--- src/hw/rtl/lru_block_residency_tracker_defines.svh ---
// Assertion macros for the LRU block residency tracker.
// Used by modules that assert; expects clk and rst_n in scope.
`ifndef LRU_BLOCK_RESIDENCY_TRACKER_DEFINES_SVH
`define LRU_BLOCK_RESIDENCY_TRACKER_DEFINES_SVH
`ifndef ASSERT_OFF
`define LBRT_ASSERT(lbl, prop, msg) \
    lbl: assert property (@(posedge clk) disable iff (!rst_n) prop) else $error(msg);
`define LBRT_NEVER(lbl, cond, msg) \
    lbl: assert property (@(posedge clk) disable iff (!rst_n) !(cond)) else $error(msg);
`else
`define LBRT_ASSERT(lbl, prop, msg)
`define LBRT_NEVER(lbl, cond, msg)
`endif
`endif

--- src/hw/rtl/lbrt_pkg.sv ---
// Shared types and constants for the LRU block residency tracker.
// No dependencies.
package lbrt_pkg;

    localparam int MAX_BLOCKS_DEF = 1024;
    localparam int IDX_W          = 10;
    localparam int CFG_W          = 11;
    localparam int CFG_IDX_W      = 2;
    localparam int TURN_W         = 2;
    localparam int PROTECT_NEWEST = 3;

    localparam logic [CFG_IDX_W-1:0] REG_CAPACITY      = 2'd0;
    localparam logic [CFG_IDX_W-1:0] REG_READ_ONLY     = 2'd1;
    localparam logic [CFG_IDX_W-1:0] REG_STORED_BLOCKS = 2'd2;

    localparam logic [CFG_W-1:0] CAPACITY_RESET = 11'd16;
    localparam logic [CFG_W-1:0] MIN_CAPACITY   = 11'd5;

    typedef struct packed {
        logic rd_en;
        logic prev_we;
        logic next_we;
        logic res_we;
        logic res_wdata;
    } mem_ctl_t;

    typedef enum logic [3:0] {
        ST_IDLE,
        ST_DECODE,
        ST_LOOKUP,
        ST_ROOM,
        ST_MV1,
        ST_MV2,
        ST_MV3,
        ST_EVICT,
        ST_INS1,
        ST_INS2,
        ST_DONE
    } state_t;

endpackage

--- src/hw/rtl/lbrt_ctrl.sv ---
// Sequencer: list pointers, counters and the shared move/evict/insert steps,
// plus the result register. Depends on lbrt_pkg and the defines header.
`include "lru_block_residency_tracker_defines.svh"
module lbrt_ctrl
    import lbrt_pkg::*;
#(
    parameter int MAX_BLOCKS = MAX_BLOCKS_DEF
) (
    input  logic                                clk,
    input  logic                                rst_n,
    input  logic                                in_valid,
    output logic                                in_stall,
    input  logic                                op,
    input  logic [IDX_W-1:0]                    block_index,
    output logic                                out_valid,
    input  logic                                out_stall,
    output logic                                hit,
    output logic                                evicted_valid,
    output logic [IDX_W-1:0]                    evicted_block,
    output logic [IDX_W-1:0]                    assigned_block,
    output logic                                error,
    input  logic [CFG_W-1:0]                    cfg_capacity,
    input  logic                                cfg_read_only,
    input  logic                                bc_load,
    input  logic [CFG_W-1:0]                    bc_load_val,
    input  logic                                clear_busy,
    output mem_ctl_t                            ctl,
    output logic [$clog2(MAX_BLOCKS)-1:0]       rd_addr,
    output logic [$clog2(MAX_BLOCKS)-1:0]       prev_waddr,
    output logic [$clog2(MAX_BLOCKS+1)-1:0]     prev_wdata,
    output logic [$clog2(MAX_BLOCKS)-1:0]       next_waddr,
    output logic [$clog2(MAX_BLOCKS+1)-1:0]     next_wdata,
    output logic [$clog2(MAX_BLOCKS)-1:0]       res_waddr,
    input  logic [$clog2(MAX_BLOCKS+1)-1:0]     rd_prev,
    input  logic [$clog2(MAX_BLOCKS+1)-1:0]     rd_next,
    input  logic                                rd_res
);

    localparam int IW = $clog2(MAX_BLOCKS);
    localparam int LW = $clog2(MAX_BLOCKS + 1);
    localparam logic [LW-1:0] NIL = LW'(MAX_BLOCKS);

    state_t state_reg, state_next;

    logic              op_reg, op_next;
    logic [IDX_W-1:0]  bi_reg, bi_next;
    logic [IW-1:0]     mv_reg, mv_next;
    logic [IW-1:0]     ins_reg, ins_next;
    logic              rot_reg, rot_next;
    logic [TURN_W-1:0] turns_reg, turns_next;
    logic [LW-1:0]     head_reg, head_next;
    logic [LW-1:0]     tail_reg, tail_next;
    logic [LW-1:0]     count_reg, count_next;
    logic [LW-1:0]     bc_reg, bc_next;

    logic              hit_reg, hit_next;
    logic              evv_reg, evv_next;
    logic [IDX_W-1:0]  evb_reg, evb_next;
    logic [IDX_W-1:0]  asg_reg, asg_next;
    logic              err_reg, err_next;

    logic              out_valid_reg, out_valid_next;
    logic              out_hit_reg, out_hit_next;
    logic              out_evv_reg, out_evv_next;
    logic [IDX_W-1:0]  out_evb_reg, out_evb_next;
    logic [IDX_W-1:0]  out_asg_reg, out_asg_next;
    logic              out_err_reg, out_err_next;

    logic              accept;
    logic              out_free;
    logic [CFG_W-1:0]  cap_eff;
    logic [LW-1:0]     thr;
    logic              head_nil;
    logic              tail_nil;
    logic              room_full;
    logic              can_rot;
    logic              bi_bad;
    logic              table_full;
    logic              mv_is_tail;
    logic [LW-1:0]     bc_sat;

    assign in_stall   = (state_reg != ST_IDLE) | clear_busy;
    assign accept     = in_valid & ~in_stall;
    assign out_free   = ~out_valid_reg | ~out_stall;
    assign cap_eff    = (cfg_capacity < MIN_CAPACITY) ? MIN_CAPACITY : cfg_capacity;
    assign thr        = (bc_reg >= LW'(PROTECT_NEWEST)) ? bc_reg - LW'(PROTECT_NEWEST) : '0;
    assign head_nil   = head_reg == NIL;
    assign tail_nil   = tail_reg == NIL;
    assign room_full  = (32'(count_reg) >= 32'(cap_eff)) & ~head_nil;
    assign can_rot    = ~cfg_read_only & (head_reg >= thr)
                        & (32'(turns_reg) < PROTECT_NEWEST) & (head_reg != tail_reg);
    assign bi_bad     = (32'(bi_reg) >= 32'(bc_reg)) | (32'(bi_reg) >= MAX_BLOCKS);
    assign table_full = bc_reg == NIL;
    assign mv_is_tail = LW'(mv_reg) == tail_reg;
    assign bc_sat     = (32'(bc_load_val) > MAX_BLOCKS) ? NIL : LW'(bc_load_val);

    assign out_valid      = out_valid_reg;
    assign hit            = out_hit_reg;
    assign evicted_valid  = out_evv_reg;
    assign evicted_block  = out_evb_reg;
    assign assigned_block = out_asg_reg;
    assign error          = out_err_reg;

    always_ff @(posedge clk or negedge rst_n)
    begin
        if (!rst_n)
        begin
            state_reg     <= ST_IDLE;
            head_reg      <= NIL;
            tail_reg      <= NIL;
            count_reg     <= '0;
            bc_reg        <= '0;
            out_valid_reg <= 1'b0;
            rot_reg       <= 1'b0;
            turns_reg     <= '0;
        end
        else
        begin
            state_reg     <= state_next;
            head_reg      <= head_next;
            tail_reg      <= tail_next;
            count_reg     <= count_next;
            bc_reg        <= bc_next;
            out_valid_reg <= out_valid_next;
            rot_reg       <= rot_next;
            turns_reg     <= turns_next;
        end
    end

    always_ff @(posedge clk)
    begin
        op_reg      <= op_next;
        bi_reg      <= bi_next;
        mv_reg      <= mv_next;
        ins_reg     <= ins_next;
        hit_reg     <= hit_next;
        evv_reg     <= evv_next;
        evb_reg     <= evb_next;
        asg_reg     <= asg_next;
        err_reg     <= err_next;
        out_hit_reg <= out_hit_next;
        out_evv_reg <= out_evv_next;
        out_evb_reg <= out_evb_next;
        out_asg_reg <= out_asg_next;
        out_err_reg <= out_err_next;
    end

    always_comb
    begin
        state_next = state_reg;
        unique case (state_reg)
            ST_IDLE:
            begin
                if (accept)
                begin
                    state_next = ST_DECODE;
                end
            end
            ST_DECODE:
            begin
                if (op_reg)
                begin
                    state_next = table_full ? ST_DONE : ST_ROOM;
                end
                else
                begin
                    state_next = bi_bad ? ST_DONE : ST_LOOKUP;
                end
            end
            ST_LOOKUP:
            begin
                if (rd_res)
                begin
                    state_next = mv_is_tail ? ST_DONE : ST_MV1;
                end
                else
                begin
                    state_next = ST_ROOM;
                end
            end
            ST_ROOM:
            begin
                if (!room_full)
                begin
                    state_next = ST_INS1;
                end
                else if (can_rot)
                begin
                    state_next = ST_MV1;
                end
                else
                begin
                    state_next = ST_EVICT;
                end
            end
            ST_MV1:  state_next = ST_MV2;
            ST_MV2:  state_next = ST_MV3;
            ST_MV3:  state_next = rot_reg ? ST_ROOM : ST_DONE;
            ST_EVICT: state_next = ST_INS1;
            ST_INS1: state_next = ST_INS2;
            ST_INS2: state_next = ST_DONE;
            ST_DONE:
            begin
                if (out_free)
                begin
                    state_next = ST_IDLE;
                end
            end
            default: state_next = ST_IDLE;
        endcase
    end

    always_comb
    begin
        ctl            = '0;
        rd_addr        = '0;
        prev_waddr     = '0;
        prev_wdata     = '0;
        next_waddr     = '0;
        next_wdata     = '0;
        res_waddr      = '0;
        op_next        = op_reg;
        bi_next        = bi_reg;
        mv_next        = mv_reg;
        ins_next       = ins_reg;
        rot_next       = rot_reg;
        turns_next     = turns_reg;
        head_next      = head_reg;
        tail_next      = tail_reg;
        count_next     = count_reg;
        bc_next        = bc_reg;
        hit_next       = hit_reg;
        evv_next       = evv_reg;
        evb_next       = evb_reg;
        asg_next       = asg_reg;
        err_next       = err_reg;
        out_valid_next = out_valid_reg & out_stall;
        out_hit_next   = out_hit_reg;
        out_evv_next   = out_evv_reg;
        out_evb_next   = out_evb_reg;
        out_asg_next   = out_asg_reg;
        out_err_next   = out_err_reg;

        unique case (state_reg)
            ST_IDLE:
            begin
                if (accept)
                begin
                    op_next    = op;
                    bi_next    = block_index;
                    rot_next   = 1'b0;
                    turns_next = '0;
                    hit_next   = 1'b0;
                    evv_next   = 1'b0;
                    evb_next   = '0;
                    err_next   = 1'b0;
                end
            end
            ST_DECODE:
            begin
                if (op_reg)
                begin
                    if (table_full)
                    begin
                        err_next = 1'b1;
                        asg_next = '0;
                    end
                    else
                    begin
                        asg_next = IDX_W'(bc_reg);
                        ins_next = bc_reg[IW-1:0];
                    end
                end
                else
                begin
                    asg_next = bi_reg;
                    if (bi_bad)
                    begin
                        err_next = 1'b1;
                    end
                    else
                    begin
                        ctl.rd_en = 1'b1;
                        rd_addr   = IW'(bi_reg);
                        mv_next   = IW'(bi_reg);
                        ins_next  = IW'(bi_reg);
                    end
                end
            end
            ST_LOOKUP:
            begin
                if (rd_res)
                begin
                    hit_next = 1'b1;
                end
            end
            ST_ROOM:
            begin
                if (room_full)
                begin
                    ctl.rd_en = 1'b1;
                    rd_addr   = head_reg[IW-1:0];
                    if (can_rot)
                    begin
                        mv_next  = head_reg[IW-1:0];
                        rot_next = 1'b1;
                    end
                end
            end
            ST_MV1:
            begin
                // unlink from predecessor, point node back at the old tail
                if (rd_prev != NIL)
                begin
                    ctl.next_we = 1'b1;
                    next_waddr  = rd_prev[IW-1:0];
                    next_wdata  = rd_next;
                end
                else
                begin
                    head_next = rd_next;
                end
                ctl.prev_we = 1'b1;
                prev_waddr  = mv_reg;
                prev_wdata  = tail_reg;
            end
            ST_MV2:
            begin
                if (rd_next != NIL)
                begin
                    ctl.prev_we = 1'b1;
                    prev_waddr  = rd_next[IW-1:0];
                    prev_wdata  = rd_prev;
                end
                ctl.next_we = 1'b1;
                next_waddr  = mv_reg;
                next_wdata  = NIL;
            end
            ST_MV3:
            begin
                if (!tail_nil)
                begin
                    ctl.next_we = 1'b1;
                    next_waddr  = tail_reg[IW-1:0];
                    next_wdata  = LW'(mv_reg);
                end
                else
                begin
                    head_next = LW'(mv_reg);
                end
                tail_next = LW'(mv_reg);
                if (rot_reg)
                begin
                    turns_next = turns_reg + TURN_W'(1);
                end
            end
            ST_EVICT:
            begin
                if (rd_prev != NIL)
                begin
                    ctl.next_we = 1'b1;
                    next_waddr  = rd_prev[IW-1:0];
                    next_wdata  = rd_next;
                end
                else
                begin
                    head_next = rd_next;
                end
                if (rd_next != NIL)
                begin
                    ctl.prev_we = 1'b1;
                    prev_waddr  = rd_next[IW-1:0];
                    prev_wdata  = rd_prev;
                end
                else
                begin
                    tail_next = rd_prev;
                end
                ctl.res_we    = 1'b1;
                ctl.res_wdata = 1'b0;
                res_waddr     = head_reg[IW-1:0];
                if (count_reg != '0)
                begin
                    count_next = count_reg - LW'(1);
                end
                evv_next = 1'b1;
                evb_next = IDX_W'(head_reg);
            end
            ST_INS1:
            begin
                ctl.prev_we   = 1'b1;
                prev_waddr    = ins_reg;
                prev_wdata    = tail_reg;
                ctl.next_we   = 1'b1;
                next_waddr    = ins_reg;
                next_wdata    = NIL;
                ctl.res_we    = 1'b1;
                ctl.res_wdata = 1'b1;
                res_waddr     = ins_reg;
            end
            ST_INS2:
            begin
                if (!tail_nil)
                begin
                    ctl.next_we = 1'b1;
                    next_waddr  = tail_reg[IW-1:0];
                    next_wdata  = LW'(ins_reg);
                end
                else
                begin
                    head_next = LW'(ins_reg);
                end
                tail_next  = LW'(ins_reg);
                count_next = count_reg + LW'(1);
                if (op_reg)
                begin
                    bc_next = bc_reg + LW'(1);
                end
            end
            ST_DONE:
            begin
                if (out_free)
                begin
                    out_valid_next = 1'b1;
                    out_hit_next   = hit_reg;
                    out_evv_next   = evv_reg;
                    out_evb_next   = evb_reg;
                    out_asg_next   = asg_reg;
                    out_err_next   = err_reg;
                end
            end
            default:
            begin
                ctl = '0;
            end
        endcase

        if (bc_load)
        begin
            bc_next = bc_sat;
        end
    end

    `LBRT_NEVER(a_head_tail_nil, head_nil != tail_nil, "head and tail disagree on empty list")
    `LBRT_NEVER(a_count_range, count_reg > NIL, "resident count above table size")
    `LBRT_ASSERT(a_evict_nonempty, state_reg == ST_EVICT |-> !head_nil && count_reg != '0, "eviction from empty list")
    `LBRT_ASSERT(a_done_load, state_reg == ST_DONE && out_free |=> out_valid_reg, "result not posted")

endmodule

--- config.mk ---
export PLATFORM = sky130hd
export DESIGN_NAME = lbrt_ctrl
export DESIGN_NICKNAME = d
export VERILOG_FILES = /design/src/hw/rtl/lbrt_pkg.sv /design/src/hw/rtl/lbrt_ctrl.sv
export VERILOG_INCLUDE_DIRS = /design/src /design/src/hw/rtl
export SDC_FILE = /design/constraint.sdc
export NUM_CORES = 1
export LEC_CHECK = 0
export BUFFER_PORTS_ARGS = -buffer_cell sky130_fd_sc_hd__buf_2
export CAP_MARGIN = 10
export CORE_MARGIN = 3
export CORE_UTILIZATION = 25
export CTS_BUF_LIST = sky130_fd_sc_hd__clkbuf_8
export CTS_CLUSTER_SIZE = 28
export DETAILED_ROUTE_END_ITERATION = 8
export PLACE_DENSITY = 0.52
export SYNTH_ARGS = -nofsm -noshare
export SYNTH_HDL_FRONTEND = slang
export SYNTH_SLANG_ARGS = --single-unit
--- constraint.sdc ---
create_clock -name clk -period 6.8 [get_ports clk]
set_clock_uncertainty 0.1 [all_clocks]
set_input_delay 0.34 -clock clk [delete_from_list [all_inputs] [get_ports clk]]
set_output_delay 0.34 -clock clk [all_outputs]
set_load 0.01 [all_outputs]
# --- Word-level counts from Yosys, hierarchy flattened ---
# Cells that the tools add are included.
word_totals:
  reg_bits: 129
  mem_bits_ro: 0
  memories: 0
  latchBits: 0
  mem_bits_rw: 0
classes:
  shifts: 0
  magnitude_cmp: 7
  div_mod_pow: 0
  n_eq_ne: 34
  n_bitwise: 13
  n_reduce_logical: 33
  n_mul: 0
  n_mux: 78
  addsub: 5
ops:
  columns: ["op", "n"]
  rows:
  - ["2-to-1 mux 10 bit", 17]
  - ["2-to-1 mux 11 bit", 13]
  - ["case mux 10 bit (2 select lines)", 4]
  - ["case mux 11 bit (3 select lines)", 2]
  - ["case mux 11 bit (2 select lines)", 2]
  - ["case mux 11 bit (4 select lines)", 1]
  - ["case mux 4 bit (11 select lines)", 1]
  - ["case mux 10 bit (4 select lines)", 1]
  - ["2-to-1 mux 4 bit", 9]
  - ["equality test 11 bit (second input constant)", 3]
  - ["inequality test 2 bit (second input constant)", 15]
  - ["case mux 10 bit (3 select lines)", 1]
  - ["adder 11 x 1 -> 11 bit (second input constant)", 2]
  - ["greater-or-equal comparator 11 bit", 2]
  - ["inequality test 11 bit (second input constant)", 2]
  - ["nonzero test 2 bit", 9]
  - ["equality test 4 x 3 -> 1 bit (second input constant)", 4]
  - ["2-to-1 mux 1 bit", 15]
  - ["AND reduction 2 bit", 7]
  - ["equality test 4 bit (second input constant)", 3]
  - ["case mux 1 bit (2 select lines)", 6]
  - ["AND reduction 4 bit", 3]
  - ["equality test 10 x 11 -> 1 bit", 1]
  - ["greater-or-equal comparator 10 x 11 -> 1 bit", 1]
  - ["24 further kinds", 46]

# --- Logic depth before layout (Yosys ltp) ---
# Gate-level depths: netlist of run 1.
logic_depth:
  ltp_word: 9
  depth_mapped: 12
  depth_no_buf: 11

# --- Worst setup path after synthesis of run 1 ---
# No wires, ideal clock.
synth_timing:
  kind: "reg-to-reg"
  startpoint: "register bc_reg[7]"
  endpoint: "register mv_reg[0], enable pin"
  period_less_slack_ns: 3.579
  path_stages_with_launch: 11
  setup_slack_ns: 3.221
  setup_time_ns: 0.318
  required_time_ns: 6.382
  t_arrival_ns: 3.161
  cell_sequence: "dfrtp_1 or4_4 or3_1 or4_4 buf_6 nand2_1 ha_1 nor2_1 a2111o_1 nor3_1 o221a_2"
synth_between:
  elab_chain_len: 8
  elab_cells_between_ends: 11
synth_rtl:
  columns: ["item", "line_no", "text"]
  rows:
  - ["start: declaration", "lbrt_ctrl.sv:54", "logic [LW-1:0] bc_reg, bc_next;"]
  - ["start signal: assignment", "lbrt_ctrl.sv:123", "bc_reg <= bc_next;"]
  - ["subtractor 11 x 2 -> 11 bit or greater-or-equal comparator 11 x 2 -> 1 bit (tied branches)", "lbrt_ctrl.sv:86", "assign thr = (bc_reg >= LW'(PROTECT_NEWEST)) ? bc_reg - LW'(PROTECT_NEWEST) : '0;"]
  - ["2-to-1 mux 11 bit", "lbrt_ctrl.sv:86", null]
  - ["greater-or-equal comparator 11 bit", "lbrt_ctrl.sv:90", "assign can_rot = ~cfg_read_only & (head_reg >= thr)"]
  - ["bitwise AND 1 bit", "lbrt_ctrl.sv:90", null]
  - ["bitwise AND 1 bit (2 in a row)", "lbrt_ctrl.sv:91", "& (32'(turns_reg) < PROTECT_NEWEST) & (head_reg != tail_reg);"]
  - ["inequality test 2 bit (no line)", null, null]
  - ["AND reduction 5 bit (no line) *", null, null]
  - ["end signal: assignment", "lbrt_ctrl.sv:134", "mv_reg <= mv_next;"]
  - ["end: declaration", "lbrt_ctrl.sv:47", "logic [IW-1:0] mv_reg, mv_next;"]
# Mark *: on every way between the ends. The rest lies on a longest branch, timed or not.
# A chain may end at the register's enable or synchronous reset.

# --- Final worst setup path of run 1 ---
layout_timing:
  startpoint: "register bc_reg[7]"
  endpoint: "register mv_reg[2], enable pin"
# The elaborated chain is that of the path after synthesis.

==> results.yml, run 1 <==
route:
  firstDrtPassIters: 6
  drc: 0
  met1_length_um: 13600
  topRoutingLayerUsed: "met5"
  drtAntennaViolNets: 0
  met3_wirelength_um: 2580
  wirelength_um: 29300
  num_vias: 7429
  dr.first_iter.drc_count: 777
  vias_per_cell: 5.14
  wl_per_cell_um: 20.2
  dr_wl_met2_um: 12600
power_and_ir_drop:
  p_leak_nw: 4.31
  power_w: 0.00383
  peakVddDrop_uv: 119
  powerDensity_mw_per_mm2: 382
critical_path:
  timing.setup.critical_path_class: "register to register"
  crit_arrival_ps: 4010
  critPathCaptureType: "register"
  timing.rr.start: "bc_reg[7]"
  slowest_delay_ps: 580
  cp_cell_sequence: "or4_4 > or3_1 > or4_4 > and2_2 > ha_1 > nor2b_1 > o21ai_0 > a211oi_1 > nor3_1 > o221a_2"
  r2r_cells: 10
  crit_path_start_kind: "register"
  worst-r2r-setup-slack_ps: 2830
  cp-startpoint: "bc_reg[7]"
  cpMostUsedCell: "or4_4"
  slowest_stage: "or4_4"
  rr_endpoint: "mv_reg[2]"
  required_ps: 6840
  path_max_fanout: 11
timing:
  setup_viol: 0
  hold_viol_final: 0
  fmax_mhz: 252
  slew_viol_final: 0
  worstMarginPinSlew_ps: 1080
  grt_setup_unrepaired: "false"
  finalCritPeriodShare_pct: 58.4
  min_period_ps: 3970
  slew_headroom_pct: 25.9
  fin_setup_tns_ps: 0
min_path:
  hp-class: "input port to register"
  hold_start: "bc_load_val[6]"
  min_to: "bc_reg[6]"
  min_path_cells: 3
clock_tree:
  cts.sinks: 129
  cts_tree: "yes"
  path_clk_slew_ps: 90
  htreeDepth: 4
  ctsResizeCount: 0
  clk_latency_ps: 460
  clock_path_buffers: 2
  clockRootBuffer: "clkbuf_8"
  cts_buffers: 17
placement:
  io_buffers: 154
  hpwlAfterDp_um: 22300
  place_congestion: 0.903
yosys:
  syn_area_mm2: 0.00827
  synth.distinct_cells: 67
  synth-seq-cells: 129
  synthTopCellsByArea: "edfxtp_1 28%, dfrtp_1 15%, ha_1 6.7%, nand2_1 5.3%, xnor2_1 4.1%"
  ys.flop_type: "edfxtp_1"
  synth_area_per_cell_um2: 9.72
  synth_area_leader_cell: "edfxtp_1"
  synth_top_area_share_pct: 27.9
  synth_nets: 959
  synth-seq-area-share_pct: 43.7
  synthCells: 851
  synth_warnings: 0
  synth_edf_count: 77
  ys_async_sr_fraction_pct: 40.3
global_route:
  grt_pass1_vias: 7324
  grt_max_degree: 53
  gr-total-overflow: 0
  track_usage_pct: 16.2
  antenna_found_initial: 1
  grt_pass1_wl_um: 44300
status:
  status: "complete, no violations"
final_layout:
  nets: 1106
  area_growth_pct: 21.2
  final_common_cell: "buf_2"
  final_cell_mix: "154 x buf_2, 117 x nand2_1, 77 x edfxtp_1"
  n_fill_cell: 3406
  diodes: 0
  drive_above_1_share_pct: 24.2
die:
  initial_utilization_pct: 25.8
  dieArea_mm2: 0.0353
  die_x_um: 188
  core_area_mm2: 0.0321
  ios: 155
  rows: 65
  die_h_um: 188
run:
  maxCapViolations: 0
## cells by family after synthesis
logic type	Yosys count	share of synthesized area, %
AOI/OAI and AO/OA	211	17.9
xor gates and xnor gates	46	4.87
adders and majority gates	45	6.90
buffers and inverters	95	4.46
DFF	129	43.7
muxes	30	4.04
and+or+nand+nor	295	18.2
## power breakdown
| group | leakage, nW | internal (W) | switching (W) | total (W) |
|---|---|---|---|---|
| clock network | 0.195 | 0.000277 | 0.000388 | 0.000665 |
| logic | 2.76 | 0.000750 | 0.000956 | 0.00171 |
| registers | 1.35 | 0.00107 | 0.000385 | 0.00146 |
## synthesized netlist by cell type (3+ instances only)
cell type	instances
a211oi_1	9
a21o_1	12
a21oi_1	38
a221o_1	9
a221oi_1	11
a222oi_1	17
a22o_1	24
a22oi_1	3
a31oi_1	6
and2_1	18
buf_1	3
buf_2	4
clkbuf_1	44
dfrtp_1	50
edfxtp_1	77
ha_1	44
inv_1	43
mux2_2	27
mux2i_1	3
nand2_1	117
nand2b_1	15
nand3_1	17
nand3b_1	9
nand4_1	12
nor2_1	35
nor2b_1	4
nor3_1	14
nor3b_1	3
nor4_1	21
o211ai_1	5
o21ai_0	56
o2bb2ai_1	3
or2_2	3
or3_1	5
or4_1	3
xnor2_1	39
xor2_1	7
## timing repair
action / 4_1_cts / 5_1_grt
hold buffers: 14 / 0
hold endpoints to repair: 63 / 0
setup buffers: 0 / 0
## worst max-delay path by stage
stage                      to  slack (ps)  cells past startpoint
floorplan           mv_reg[0]        3220                     10
global placement    mv_reg[2]        2920                     10
detailed placement  mv_reg[2]        2880                     10
CTS                 mv_reg[3]        2850                     10
global route        mv_reg[2]        2660                     10
finish              mv_reg[2]        2830                     10
## area by class of cell
cell class	count	area [um^2]	share of cell area (%)
sequential	129	3620	36.1
multi-input combinational	627	4310	43.0
timing repair buffer	180	1000	9.99
tap	435	544	5.43
clock buffer	17	234	2.33
clock inverter	15	159	1.59
inverter	43	161	1.61
## worst max-delay path, delay by kind of cell, from the launching register on
kind,cells,cell delay (ps)
and+or+nand+nor,6,2100
AOI/OAI and AO/OA,3,720
DFF,1,470
adders and majority gates,1,270
## routing by layer
metal | track usage [%] | vias to the layer above
met4 | 4.65 | 2
met3 | 4.30 | 44
met5 | 0 | -
li1 | - | 3487
met2 | 24.1 | 359
met1 | 23.1 | 3537
## per-stage QoR
step	area [um^2]	hold WS [ps]	utilization, %	std cells	setup WS [ps]
after floorplan	8270	-55.6	-	851	3220
after global placement	9490	300	29.5	1400	2920
after detailed placement	9490	305	29.5	1400	2880
after CTS	10000	2.14	31.2	1446	2850
after global routing	10000	17.5	31.2	1446	2660
final	10000	31.9	31.2	1446	2830
(Power assumes the default switching activity.)
==> run 2, diff against run 1 <==
--- a/config.mk
+++ b/config.mk
@@ -13,7 +13,7 @@
 export CTS_BUF_LIST = sky130_fd_sc_hd__clkbuf_8
 export CTS_CLUSTER_SIZE = 28
 export DETAILED_ROUTE_END_ITERATION = 8
-export PLACE_DENSITY = 0.52
+export PLACE_DENSITY = 0.54
 export SYNTH_ARGS = -nofsm -noshare
 export SYNTH_HDL_FRONTEND = slang
 export SYNTH_SLANG_ARGS = --single-unit
==> constraint.sdc (replaced) <==
create_clock -name clk -period 3.6 [get_ports clk]
set_clock_uncertainty 0.1 [all_clocks]
set_input_delay 0.18 -clock clk [delete_from_list [all_inputs] [get_ports clk]]
set_output_delay 0.18 -clock clk [all_outputs]
set_load 0.01 [all_outputs]
==> run 2 against run 1 <==
Net effect: via count grew 1.7%; final cell count grew 3.3%; the flow now finishes with violations (setup timing); highest routed layer unchanged; largest cell class unchanged; sequential share of layout area decreased by 1.7 points; critical path type unchanged; die area unchanged; first-iteration DRC count up 0.26%; critical endpoint is now mv_reg[6]; register-to-register slack lost 2800 ps; worst setup slack lost 2800 ps.
==> results.yml, run 2 (synthesis results as in run 1) <==
final_layout:
  nets: 1154
  fin_area_mm2: 0.0105
  final_cell_mix: "154 x buf_2, 115 x nand2_1, 77 x edfxtp_1"
  final_common_cell: "buf_2"
  area_growth_pct: 27.2
  n_fill_cell: 3412
  diodes: 0
  drive_above_1_share_pct: 26.4
route:
  wirelength_um: 29800
  dr.first_iter.drc_count: 779
  wl_per_cell_um: 19.9
  vias_per_cell: 5.06
  num_vias: 7556
  drtAntennaViolNets: 0
  drc: 0
  firstDrtPassIters: 6
die:
  initial_utilization_pct: 25.8
  die_h_um: 188
  die_x_um: 188
  ios: 155
  dieArea_mm2: 0.0353
  rows: 65
  core_area_mm2: 0.0321
timing:
  slew_headroom_pct: 20.7
  fmax_mhz: 276
  setup_ws_ps: -19.5
  finalCritPeriodShare_pct: 101
  slew_viol_final: 0
  setup_viol: 10
  grt_setup_unrepaired: "true"
  hold_viol_final: 0
  min_period_ps: 3620
  worstMarginPinSlew_ps: 1190
run:
  maxCapViolations: 0
critical_path:
  critPathCaptureType: "register"
  timing.setup.critical_path_class: "register to register"
  crit_path_start_kind: "register"
  cp_cell_sequence: "or4_4 > or3_4 > or4_4 > buf_6 > nand2_1 > ha_1 > o21ai_1 > a2111o_1 > nor3_4 > o221a_4"
  required_ps: 3670
  cpMostUsedCell: "or4_4"
  path_max_fanout: 6
  slowest_stage: "or4_4"
  crit_arrival_ps: 3690
  slowest_delay_ps: 530
clock_tree:
  cts.sinks: 129
  cts_buffers: 17
  clockRootBuffer: "clkbuf_8"
  path_clk_slew_ps: 90
  clk_latency_ps: 450
  cts_tree: "yes"
  htreeDepth: 4
  clock_path_buffers: 2
global_route:
  grt_max_degree: 34
  antenna_found_initial: 1
  gr-total-overflow: 0
  track_usage_pct: 16.5
  grt_pass1_vias: 7265
  grt_pass1_wl_um: 44700
placement:
  dpl_cell_area_mm2: 0.00963
  io_buffers: 154
  place_congestion: 0.928
  dp_slack_ps: -136
  hpwlAfterDp_um: 22500
min_path:
  hp-class: "input port to register"
power_and_ir_drop:
  peakVddDrop_uv: 340
  power_w: 0.00745
  powerDensity_mw_per_mm2: 708
  p_leak_nw: 4.53
status:
  status: "finished, violations left"
  violations: "setup timing"
[run 2: cell count changes in the layout (fill, tap and decap cells not counted), moves of 3 or more]
cell	before	now
buf_4	12	34
o21ai_1	2	5
a211oi_1	9	6
dlygate4sd3_1	14	38
o21ai_0	54	50
[run 2: routing by layer]
layer / global-route usage [%] / vias up / wire, um
met5: 0 / - / 13
met4: 3.84 / 2 / 398
met3: 3.59 / 37 / 2450
met2: 24.6 / 378 / 12900
met1: 24.2 / 3561 / 14000
li1: - / 3578 / -
[run 2: layout make-up]
class / instances / area [um^2] / share of cell area (%)
clock inverter: 15 / 139 / 1.32
multi-input combinational: 628 / 4410 / 41.9
tap: 435 / 544 / 5.17
sequential: 129 / 3620 / 34.4
clock buffer: 17 / 234 / 2.22
inverter: 43 / 161 / 1.53
timing repair buffer: 227 / 1420 / 13.5
[run 2: final timing paths]
path                       startpoint          endpoint  slack [ps]  cells after the start
max                         bc_reg[7]         mv_reg[6]         -20                     10
max reg2reg                 bc_reg[7]         mv_reg[6]         -20                     10
min                        rd_prev[7]       tail_reg[7]          30                      3
max in group asynchronous       rst_n      head_reg[10]        2180                      3
min in group asynchronous       rst_n       head_reg[3]         320                      2
min reg2reg                evb_reg[4]  evicted_block[4]         320                      0
[run 2: through the flow]
stage	std cells	util [%]	hold WS, ps	TNS [ps]
after CTS	1492	32.6	4.94	-1.30
after detailed placement	1419	30.0	262	-1350
after floorplan	851	-	-216	0
after global routing	1494	32.8	30.6	-1170
after global placement	1419	30.0	246	-1310
final	1494	32.8	33.4	-188
[run 2: where the power goes]
part,switching [W],leakage [nW],internal [W],total (W)
clock,0.000696,0.192,0.000512,0.00121
combinational,0.00197,2.99,0.00158,0.00356
sequential,0.000656,1.35,0.00203,0.00269
[run 2: worst max-delay path, delay by kind of cell (launching register included)]
family / cells / cell delay, ps
adder cells (fa/ha/maj): 1 / 140
AO/OA/AOI/OAI: 3 / 820
AND/OR/NAND/NOR: 5 / 1740
flip-flops: 1 / 380
buffers and inverters: 1 / 160
[run 2: timing repair]
item                                   CTS  global route
resized for setup                       16             8
hold buffers                            38             0
gates cloned                             1             0
endpoints found under the hold margin   62             0
pin swaps                                2             1
setup endpoints to repair               10            21
setup buffers                            2             2
==> run 3, diff against run 2 <==
--- a/config.mk
+++ b/config.mk
@@ -10,7 +10,6 @@
 export CAP_MARGIN = 10
 export CORE_MARGIN = 3
 export CORE_UTILIZATION = 25
-export CTS_BUF_LIST = sky130_fd_sc_hd__clkbuf_8
 export CTS_CLUSTER_SIZE = 28
 export DETAILED_ROUTE_END_ITERATION = 8
 export PLACE_DENSITY = 0.54
==> run 3 against run 2 <==
Net effect: the flow now finishes without violations; worst hold slack better by 5.7 ps; design area up 1.0%; register-to-register slack better by 30 ps; core utilization up 0.34 points; final cell count down 0.74%; fmax up 0.77%; critical path depth unchanged; global-route usage about the same; clock power up 39%; worst setup slack better by 28 ps; wire length up 0.17%.
==> results.yml, run 3 (synthesis results as in run 1) <==
critical_path:
  path_max_fanout: 6
  crit_end: "mv_reg[3]"
  slowest_delay_ps: 530
  crit_arrival_ps: 3640
  cp-startpoint: "bc_reg[7]"
  rr_endpoint: "mv_reg[3]"
  cpMostUsedCell: "or4_4"
  r2r_cells: 10
  path_delay_family: "simple AND/OR/NAND/NOR gates"
  timing.rr.start: "bc_reg[7]"
  worst-path-stages: 10
  critPathCaptureType: "register"
  critPathBufInv: 1
  timing.setup.critical_path_class: "register to register"
  crit_path_start_kind: "register"
  worst-r2r-setup-slack_ps: 8
  required_ps: 3640
  cp_cell_sequence: "or4_4 > or3_4 > or4_4 > buf_6 > nand2_4 > ha_4 > o21ai_2 > a2111o_1 > nor3_4 > o221a_4"
  slowest_stage: "or4_4"
timing:
  slew_viol_final: 0
  hold_viol_final: 0
  setup_viol: 0
  hold_slack_ps: 39.1
  slew_headroom_pct: 20.1
  finalCritPeriodShare_pct: 99.8
  worstMarginPinSlew_ps: 1200
  grt_setup_unrepaired: "true"
  fmax_mhz: 278
  min_period_ps: 3590
final_layout:
  final_cell_mix: "154 x buf_2, 114 x nand2_1, 77 x edfxtp_1"
  nets: 1143
  diodes: 0
  final_common_cell: "buf_2"
  drive_above_1_share_pct: 27.0
  n_fill_cell: 3387
  area_growth_pct: 28.5
run:
  maxCapViolations: 0
min_path:
  min_path_cells: 3
  hp-class: "input port to register"
clock_tree:
  path_clk_slew_ps: 70
  clock_path_buffers: 2
  cts.sinks: 129
  clockRootBuffer: "clkbuf_16"
  cts_tree: "yes"
  clk_latency_ps: 440
  cts_buffers: 17
  htreeDepth: 4
placement:
  hpwlAfterDp_um: 22500
  io_buffers: 154
  place_congestion: 0.928
die:
  dieArea_mm2: 0.0353
  initial_utilization_pct: 25.8
  core_area_mm2: 0.0321
  ios: 155
  die_h_um: 188
  rows: 65
  die_x_um: 188
route:
  drc: 0
  firstDrtPassIters: 8
  wl_per_cell_um: 20.1
  vias_per_cell: 5.10
  dr.first_iter.drc_count: 778
  num_vias: 7566
  wirelength_um: 29800
  drtAntennaViolNets: 0
global_route:
  grt_max_degree: 34
  gr-total-overflow: 0
  antenna_found_initial: 2
  track_usage_pct: 16.5
  grt_pass1_vias: 7190
  grt_pass1_wl_um: 44600
power_and_ir_drop:
  powerDensity_mw_per_mm2: 747
  power_w: 0.00794
  p_leak_nw: 4.59
  peakVddDrop_uv: 410
status:
  status: "complete, no violations"
==> run 3: how the worst min path moves through the flow <==
stage | from | endpoint | slack, ps
after CTS | rd_prev[3] | tail_reg[3] | 20
after floorplan | rst_n | bc_reg[0] | -220
final | rd_prev[3] | tail_reg[3] | 40
after global placement | rst_n | head_reg[3] | 250
after detailed placement | rst_n | head_reg[3] | 260
after global routing | clear_busy | rot_reg | 60
==> run 3: metal layers <==
layer	track usage (%)	up-vias	wire length (um)	part of all wire (%)
met1	24.3	3594	14100	47
met5	0	-	23	0.077
met4	4.27	4	477	1.6
met2	24.3	356	12800	43
met3	3.80	47	2450	8.2
li1	-	3565	-	-
==> run 3: what timing repair did <==
action | CTS | global route
hold endpoints to repair | 57 | 0
pin swaps | 2 | 1
setup endpoints to repair | 10 | 17
buffers inserted | 2 | 2
resized for setup | 16 | 12
cloned | 1 | 0
hold buffers | 27 | 0
==> run 3: power by group <==
group	switching, W	internal [W]
combinational	0.00198	0.00159
sequential	0.000654	0.00203
clock	0.000765	0.000916
==> run 3: cell type report <==
type | instances | area, um^2 | share of cell area (%)
Tap cell | 435 | 544 | 5.12
Inverter | 43 | 161 | 1.52
Multi-Input combinational cell | 628 | 4440 | 41.8
Sequential cell | 129 | 3620 | 34.0
Clock inverter | 15 | 139 | 1.31
Timing Repair Buffer | 216 | 1310 | 12.3
Clock buffer | 17 | 425 | 4.00
==> run 3: per-stage QoR <==
step	setup TNS (ps)	worst slack [ps]	util, %	cell area [um^2]	cells
detailed placement	-1350	-136	30.0	9630	1419
global route	-751	-89.1	33.1	10600	1483
floorplan	0	21.1	-	8270	851
finish	0	8.28	33.1	10600	1483
CTS	0	0.00799	32.9	10600	1481
global placement	-1310	-131	30.0	9630	1419
==> run 3: worst min-delay path, delay by kind of cell <==
family,cells,cell delay [ps]
AO/OA/AOI/OAI,2,230
buffers and inverters,1,120
